--- src/hss_pkg.sv ---
`timescale 1ns / 1ps
// ============================================================================
// hss_pkg
// Shared sizes, status codes and request structures of the hashed seen set.
// ============================================================================
package hss_pkg;

    // Bucket geometry. Both are powers of two, so that the bucket index is the
    // low hash bits and a store address is the bucket index above the slot.
    localparam int BUCKET_COUNT = 64;
    localparam int BUCKET_DEPTH = 64;

    localparam int HASH_W = 32;
    localparam int BKT_W  = $clog2(BUCKET_COUNT);
    localparam int IDX_W  = $clog2(BUCKET_DEPTH);
    localparam int FILL_W = $clog2(BUCKET_DEPTH + 1);
    localparam int ADDR_W = BKT_W + IDX_W;
    localparam int STAT_W = 2;

    typedef enum logic [STAT_W-1:0] {
        STATUS_DUP  = 2'd0,
        STATUS_NEW  = 2'd1,
        STATUS_FULL = 2'd2
    } t_status;

    // Request to the hash store: one read port and one write port.
    typedef struct packed {
        logic              rd_en;
        logic [ADDR_W-1:0] rd_addr;
        logic              wr_en;
        logic [ADDR_W-1:0] wr_addr;
        logic [HASH_W-1:0] wr_data;
    } t_store_req;

    // Request to the fill count table.
    typedef struct packed {
        logic              rd_en;
        logic [BKT_W-1:0]  rd_bucket;
        logic              wr_en;
        logic [BKT_W-1:0]  wr_bucket;
        logic [FILL_W-1:0] wr_data;
    } t_fill_req;

endpackage

--- src/hss_fill.sv ---
`timescale 1ns / 1ps
// ============================================================================
// hss_fill
// Fill count table: one count per bucket in a small synchronous memory, with
// a valid bit per bucket so that reset empties every bucket at once.
// ============================================================================
module hss_fill (
    input  logic                       i_clk,
    input  logic                       i_rst_n,
    input  hss_pkg::t_fill_req         i_req,
    output logic [hss_pkg::FILL_W-1:0] o_rd_data
);

    logic [hss_pkg::FILL_W-1:0]       r_mem [hss_pkg::BUCKET_COUNT];
    logic [hss_pkg::BUCKET_COUNT-1:0] r_vld;
    logic [hss_pkg::FILL_W-1:0]       r_rd_data;
    logic                             r_rd_vld;

    always_ff @(posedge i_clk) begin
        if (i_req.wr_en) begin
            r_mem[i_req.wr_bucket] <= i_req.wr_data;
        end
        if (i_req.rd_en) begin
            r_rd_data <= r_mem[i_req.rd_bucket];
        end
    end

    always_ff @(posedge i_clk) begin
        if (!i_rst_n) begin
            r_vld    <= '0;
            r_rd_vld <= 1'b0;
        end else begin
            if (i_req.wr_en) begin
                r_vld[i_req.wr_bucket] <= 1'b1;
            end
            if (i_req.rd_en) begin
                r_rd_vld <= r_vld[i_req.rd_bucket];
            end
        end
    end

    // A bucket never written since reset reads as empty.
    assign o_rd_data = r_rd_vld ? r_rd_data : '0;

endmodule

--- config.mk ---
export PLATFORM = sky130hd
export DESIGN_NAME = hss_fill
export DESIGN_NICKNAME = d
export VERILOG_FILES = /design/src/hss_pkg.sv /design/src/hss_fill.sv
export SDC_FILE = /design/constraint.sdc
export NUM_CORES = 1
export LEC_CHECK = 0
export BUFFER_PORTS_ARGS = -buffer_cell sky130_fd_sc_hd__buf_2
export CAP_MARGIN = 20
export CORE_MARGIN = 2
export CORE_UTILIZATION = 25
export CTS_CLUSTER_SIZE = 12
export DETAILED_ROUTE_END_ITERATION = 6
export MAX_ROUTING_LAYER = met4
export PLACE_DENSITY = 0.46
export SKIP_CTS_REPAIR_TIMING = 1
export SYNTH_ARGS = -nofsm -noshare
export SYNTH_HDL_FRONTEND = slang
export SYNTH_SLANG_ARGS = --single-unit
--- constraint.sdc ---
create_clock -name i_clk -period 3.1 [get_ports i_clk]
set_input_delay 0.155 -clock i_clk [delete_from_list [all_inputs] [get_ports i_clk]]
set_output_delay 0.155 -clock i_clk [all_outputs]
set_load 0.005 [all_outputs]
After elaboration in Yosys (flattened, before gate mapping)
Memories as Yosys holds them, arrays and structs flattened. A register that Yosys moved wholly into a read port is not among the register bits.
Index checks and enable logic that the tools add are counted.
{ "word_totals": {"register_bits": 65, "out_inout_bits": 7, "mem_count": 1, "elab_cells": 15, "inputBits": 23, "mem_bits_rw": 448} }
{ "memory_table": {"columns": ["memory", "words", "width", "rd", "rd_ports_with_merged_regs", "write_ports", "line_no", "rtl"], "rows": [
  ["r_mem", 64, 7, 1, 1, 1, "hss_fill.sv:14", "logic [hss_pkg::FILL_W-1:0] r_mem [hss_pkg::BUCKET_COUNT];"]
]} }
{ "classes": {"reduce_logical": 1, "order_cmp": 3, "bitwise_logic": 1, "n_mux": 7} }
{ "ops": {"columns": ["op", "count"], "rows": [
  ["$or A64 B64 Y64", 1],
  ["$lt A6 B7 Y1 const B", 2],
  ["$mux W7", 1],
  ["$bmux W1 S6", 1],
  ["$demux W1 S6", 1],
  ["$ge A6 B1 Y1 const B", 1],
  ["$mux W1", 4],
  ["$logic_and A1 B1 Y1", 1]
]} }

Logic depth before layout (Yosys ltp)
Gate-level depths: netlist of the first run.
{ "logic_depth": {"word_depth": 5, "mapped_depth": 8, "depth_no_buf": 5} }

Least setup slack after synthesis of the first run
OpenSTA, ideal clock, no wires.
{ "synth_path": {"path_kind": "in2reg", "start": "input port i_req[14] (netlist name)", "end": "register r_rd_data[1] (netlist name) (read register of r_mem), data pin", "path_buffers": 3, "setup_slack_ps": 733, "arrival_ps": 2100, "stages": 8, "required_time_ps": 2833, "setup_ps": 267, "cell_sequence": "clkbuf_1 -> buf_6 -> buf_2 -> mux4_2 -> mux4_2 -> mux2_2 -> nand2_1 -> o21ai_1"} }
{ "synth_lines": {"columns": ["item", "line_no", "rtl"], "rows": [
  ["start: declaration", "hss_fill.sv:10", "input hss_pkg::t_fill_req i_req,"],
  ["end: declaration", "hss_fill.sv:16", "logic [hss_pkg::FILL_W-1:0] r_rd_data;"]
]} }

==> flow_summary.yaml, run 1 <==
outcome:
  status: "completed"
layout:
  nets: 1091
  multiInputGateArea_um2: 4810
  drive_gt1_frac: 0.319
  fillers: 7738
  register_area_um2: 15000
  fin_cells: 2172
  syn2layout_area_growth_pct: 19.4
floorplanning:
  die_area_um2: 82400
  core-area_um2: 79100
  initial_core_util: 0.253
  rows: 103
  die_y_um: 287
  io_pins: 30
  die_w_um: 287
synth:
  yosysMostFrequentCell: "edfxtp_1"
  synth_nets: 968
  ys_ff_latch: 520
  syn_inst: 945
  ys_warn_count: 0
  synth.area.top_cells: "edfxtp_1, mux4_2, dfxtp_1"
  yosysTopAreaCellShare: 0.682
  synth_area_um2: 20000
  avgSynthCellArea_um2: 21.2
  synth_cell_types: 33
  synth_commonest_cells: "edfxtp_1, mux4_2, dfxtp_1"
  synthArstFlopShare: 0
  netlist.top_cell.by_area: "edfxtp_1"
  ys_seq_area_frac: 0.747
  synth-edff-count: 455
  ys.flop_type: "edfxtp_1"
worst_setup_path:
  worstSetupPathType: "reg -> reg"
  crit_arrival_ns: 2.57
  cp-end-kind: "register"
  cp-startpoint: "r_mem[11][1]$_DFFE_PP_"
  crit_required_ns: 3.43
  r2r-start: "r_mem[11][1]$_DFFE_PP_"
  worstPathMaxFanout: 1
  r2r_cells: 4
  worst_r2r_endpoint: "r_rd_data[1]$_DFFE_PP_"
  crit_end: "r_rd_data[1]$_DFFE_PP_"
  start_kind: "register"
  r2r_slack_ns: 0.86
grt:
  grt_pass1_wl_mm: 75.8
  grt_pass1_vias: 10180
  antenna_found_initial: 5
  grt_use_total: 0.132
  overflow: 0
  grt_max_degree: 65
timing:
  hold_ws_ns: 0.0797
  slew_viol_final: 0
  setup_viol: 0
  min_period_ns: 2.24
  hold_viol: 0
  skew_ns: 0.0204
  finalSetupTns_ns: 0
  worst_pin_slew_ns: 1.01
  max_freq_mhz: 446
  slew_headroom: 0.327
  period_share: 0.723
  rsz0062_at_grt: "no"
  setup_ws_ns: 0.858
routing:
  viasPerCell: 4.47
  drtPass1Iterations: 5
  vias: 9718
  routedWlPerCell_um: 23.9
  postRouteAntennaNets: 0
  drt_iter0_markers: 703
  routed_wl_mm: 52.0
  drc: 0
power:
  p_clk_frac: 0.438
  p_leak_uw: 0.00758
  combPwrFrac: 0.051
  p_int_uw: 11900
  seq_power_share: 0.512
  switching_share: 0.210
  switchingPower_uw: 3150
  pwr_density_cell_nw_per_um2: 629
  vdd_ir_drop_max_uv: 453
clock_tree:
  htreeDepth: 2
  clock-root-buffer: "clkbuf_16"
  path_clk_slew_ns: 0.06
  cts_tree: "yes"
  clkSinkCount: 520
  clock_latency_ns: 0.61
  clockBufferDepth: 3
  cts_made_buffers: 56
placement:
  dp_hpwl_mm: 33.5
  io_buffers: 29
  place_congestion: 0.759
  dp_slack_ns: 0.232
  dp_cells: 2053
hold_path:
  min_path_type: "in -> reg"
run:
  timing.max_cap.violations: 0
## routing by layer
metal | vias to the layer above | wire length (um) | part of all wire | GRT usage
li1 | 4179 | - | - | -
met1 | 5238 | 24200 | 0.47 | 0.181
met2 | 219 | 23300 | 0.45 | 0.193
met3 | 82 | 2890 | 0.055 | 0.0290
met4 | 0 | 1670 | 0.032 | 0.0456
met5 | - | 0 | 0 | -
## worst min-delay path by stage
stage,start,end,depth (start not counted)
final,i_req[19],r_rd_data[3]$_DFFE_PP_,2
after global routing,i_req[7],r_vld[42]$_SDFFE_PN0P_,3
after CTS,i_req[20],r_rd_data[0]$_DFFE_PP_,1
after detailed placement,r_vld[40]$_SDFFE_PN0P_,r_vld[40]$_SDFFE_PN0P_,1
after global placement,r_vld[61]$_SDFFE_PN0P_,r_vld[61]$_SDFFE_PN0P_,1
after floorplan,i_req[0],r_mem[0][0]$_DFFE_PP_,0
## placed cells by master, fill, tap and decap left out, types with 5 or more instances in the layout
cell type	count
and2_1	8
buf_12	11
buf_2	26
buf_4	78
clkbuf_1	24
clkbuf_16	57
clkbuf_8	9
clkinv_2	5
dfxtp_1	65
diode_2	7
edfxtp_1	455
mux2_2	7
mux2i_1	8
mux4_2	155
nand2_1	10
nand2b_1	5
nand3_1	9
nor2_1	64
nor2b_1	7
nor3_1	5
o21a_1	64
## final cells by class
cell class	count	area share
antenna	7	0.000732
multi-input combinational	371	0.201
tap	1050	0.0549
clock buffer	89	0.0680
sequential	520	0.626
clock inverter	16	0.00780
timing repair buffer	119	0.0417
## state kept, by name, summed over array words and instances (netlist names)
register,cells
r_rd_data,7
r_vld,64
r_rd_vld,1
r_mem,448
## power groups by stage
stage | Combinational [uW] | Sequential [uW] | Clock (uW)
floorplan | 415 | 7830 | 0
CTS | 764 | 7700 | 6780
finish | 761 | 7700 | 6590
global route | 817 | 7700 | 7010
global placement | 755 | 7850 | 0
detailed placement | 763 | 7850 | 0
## stage by stage
step	total power [uW]	area (um^2)	utilization
after floorplan	8240	20000	-
after global placement	8600	22000	0.277
after detailed placement	8610	22000	0.277
after CTS	15200	23800	0.300
after global routing	15500	23900	0.302
final	15000	23900	0.302
## critical path, stage by stage (launching register included)
cell	delay [ns]
edfxtp_1	0.36
mux4_2	0.53
mux4_2	0.55
mux2i_1	0.42
o21ai_1	0.11
## cell families (layout without fill, tap and decap cells)
| family | after synthesis | count (layout) | synth area share |
|---|---|---|---|
| muxes | 171 | 171 | 0.183 |
| and+or+nand+nor | 119 | 119 | 0.0274 |
| buffers and inverters | 54 | 224 | 0.0131 |
| AOI/OAI and AO/OA | 81 | 81 | 0.0299 |
| other | 0 | 7 | 0 |
| DFF | 520 | 520 | 0.747 |
No activity file was read; power rests on OpenSTA's default activity.
==> run 2, diff against run 1 <==
- ABC_AREA: not set -> 1
- PLACE_DENSITY: 0.46 -> 0.47
- clock period: 3.1 -> 1.93 ns (I/O delays scaled with it)
==> run 2 against run 1 <==
Against the previous run:
- clock power grew 51%
- core utilization shrank 0.56 points
- setup slack worse by 0.58 ns
- global-route usage up 1.1 points
- cell count up 42%
- critical endpoint is now o_rd_data[0]
- largest cell class unchanged
- largest power group unchanged
- highest routed layer unchanged
==> flow_summary.yaml, run 2 <==
synth:
  synth_area_um2: 21000
  synth_cell_types: 18
  ys_ff_latch: 520
  syn_inst: 1872
  ys.flop_type: "edfxtp_1"
  synthArstFlopShare: 0
  ys_warn_count: 0
  synth_nets: 1895
  synth_commonest_cells: "edfxtp_1, nor2_1, nand2_1"
  ys_seq_area_frac: 0.714
  synth.area.top_cells: "edfxtp_1, nor2_1, dfxtp_1"
  netlist.top_cell.by_area: "edfxtp_1"
  synth-edff-count: 455
  avgSynthCellArea_um2: 11.2
  yosysTopAreaCellShare: 0.652
  yosysMostFrequentCell: "edfxtp_1"
timing:
  worst_pin_slew_ns: 0.811
  setup_ws_ns: 0.279
  setup_viol: 0
  hold_viol: 0
  skew_ns: 0.0208
  rsz0062_at_grt: "no"
  slew_viol_final: 0
  slew_headroom: 0.459
  max_freq_mhz: 606
  period_share: 0.856
  min_period_ns: 1.65
  finalSetupTns_ns: 0
clock_tree:
  clkSinkCount: 520
  cts_tree: "yes"
  clockBufferDepth: 3
  clock_latency_ns: 0.60
  clock-root-buffer: "clkbuf_16"
  cts_made_buffers: 53
  path_clk_slew_ns: 0.06
  htreeDepth: 2
layout:
  multiInputGateArea_um2: 5180
  register_area_um2: 15000
  regMostFlops: "r_mem"
  nets: 1977
  drive_gt1_frac: 0.105
  final_cell_mix: "edfxtp_1, nor2_1, nand2_1, o21ai_0, o22ai_1"
  fin_util: 0.297
  reg.largest.list: "r_mem x448, r_vld x64, r_rd_data x7"
  final_common_cell: "edfxtp_1"
  fillers: 8515
  fin_cells: 3083
  largest_reg_flops: 448
  syn2layout_area_growth_pct: 17.8
grt:
  grt_use_total: 0.143
  grt_max_degree: 65
  antenna_found_initial: 4
  grt_pass1_wl_mm: 90.3
  grt_pass1_vias: 13807
  overflow: 0
power:
  p_int_uw: 18600
  combPwrFrac: 0.067
  p_leak_uw: 0.00846
  p_clk_frac: 0.417
  seq_power_share: 0.516
  switching_share: 0.224
  switchingPower_uw: 5350
  vdd_ir_drop_max_uv: 558
  pwr_density_cell_nw_per_um2: 968
placement:
  dp_hpwl_mm: 35.7
  place_congestion: 0.802
  dp_slack_ns: -0.0807
  dp_cells: 2976
  io_buffers: 29
floorplanning:
  initial_core_util: 0.252
  io_pins: 30
  rows: 106
  die_y_um: 294
  die_w_um: 294
  core-area_um2: 83300
  die_area_um2: 86200
routing:
  viasPerCell: 4.60
  routed_wl_mm: 60.3
  postRouteAntennaNets: 0
  drt_iter0_markers: 1243
  vias: 14168
  drtPass1Iterations: 5
  routedWlPerCell_um: 19.5
  drc: 0
worst_setup_path:
  r2r-start: "r_mem[14][3]$_DFFE_PP_"
  start_kind: "register"
  cp-startpoint: "r_rd_vld$_SDFFE_PN0P_"
  worstSetupPathType: "reg -> out"
  cp-end-kind: "primary output"
  crit_required_ns: 1.83
  path_depth: 3
  cp_top_family: "flip-flops"
  cpMaxStageDelayCell: "dfxtp_1"
  max_stage_delay_ns: 0.57
  crit_arrival_ns: 1.55
  r2r_cells: 8
  crit_buf_inv: 2
  path_cells: "nand2_1 -> inv_1 -> buf_2"
  worstPathMaxFanout: 8
hold_path:
  worstHoldPathCells: 2
  min_path_type: "in -> reg"
  hold_path.startpoint: "i_req[2]"
run:
  timing.max_cap.violations: 0
outcome:
  status: "completed"
[run 2: path summary, 6_finish.rpt]
check,slack (ns),end
max,0.28,o_rd_data[0]
min reg2reg,0.47,r_vld[2]$_SDFFE_PN0P_
min,0.02,r_mem[23][2]$_DFFE_PP_
max reg2reg,0.35,r_rd_data[3]$_DFFE_PP_
[run 2: power by group through the flow]
stage / clock [uW] / combinational, uW / sequential [uW]
global placement: 0 / 1600 / 12600
finish: 9980 / 1590 / 12300
floorplan: 0 / 856 / 12600
CTS: 10200 / 1610 / 12300
global route: 10600 / 1760 / 12300
detailed placement: 0 / 1600 / 12600
[run 2: layout make-up]
type                    count  area share
flip-flops and latches    520       0.606
multi-input cells        1192       0.210
clock buffers              90      0.0639
well taps                1080      0.0547
repair buffers            142      0.0546
inverters                  45     0.00709
clock inverters            10     0.00395
diodes                      4    0.000405
[run 2: per-stage QoR]
step	cell area [um^2]	hold WS (ns)	total power (uW)
6_report	24700	0.0238	23900
4_1_cts	24700	-0.127	24200
2_1_floorplan	21000	0.195	13400
3_3_place_gp	23000	0.449	14200
5_1_grt	24700	0.0151	24700
3_5_place_dp	23000	0.457	14200
[run 2: cells by family after synthesis]
group           share of synthesized area
simple gates                        0.160
buf+inv                            0.0391
compound gates                     0.0869
flops                               0.714
[run 2: metal layers]
metal | global-route usage | share of wire | up-vias
li1 | - | - | 6719
met1 | 0.192 | 0.46 | 7046
met2 | 0.223 | 0.47 | 331
met3 | 0.0273 | 0.053 | 72
met4 | 0.0372 | 0.021 | 0
met5 | - | 0 | -
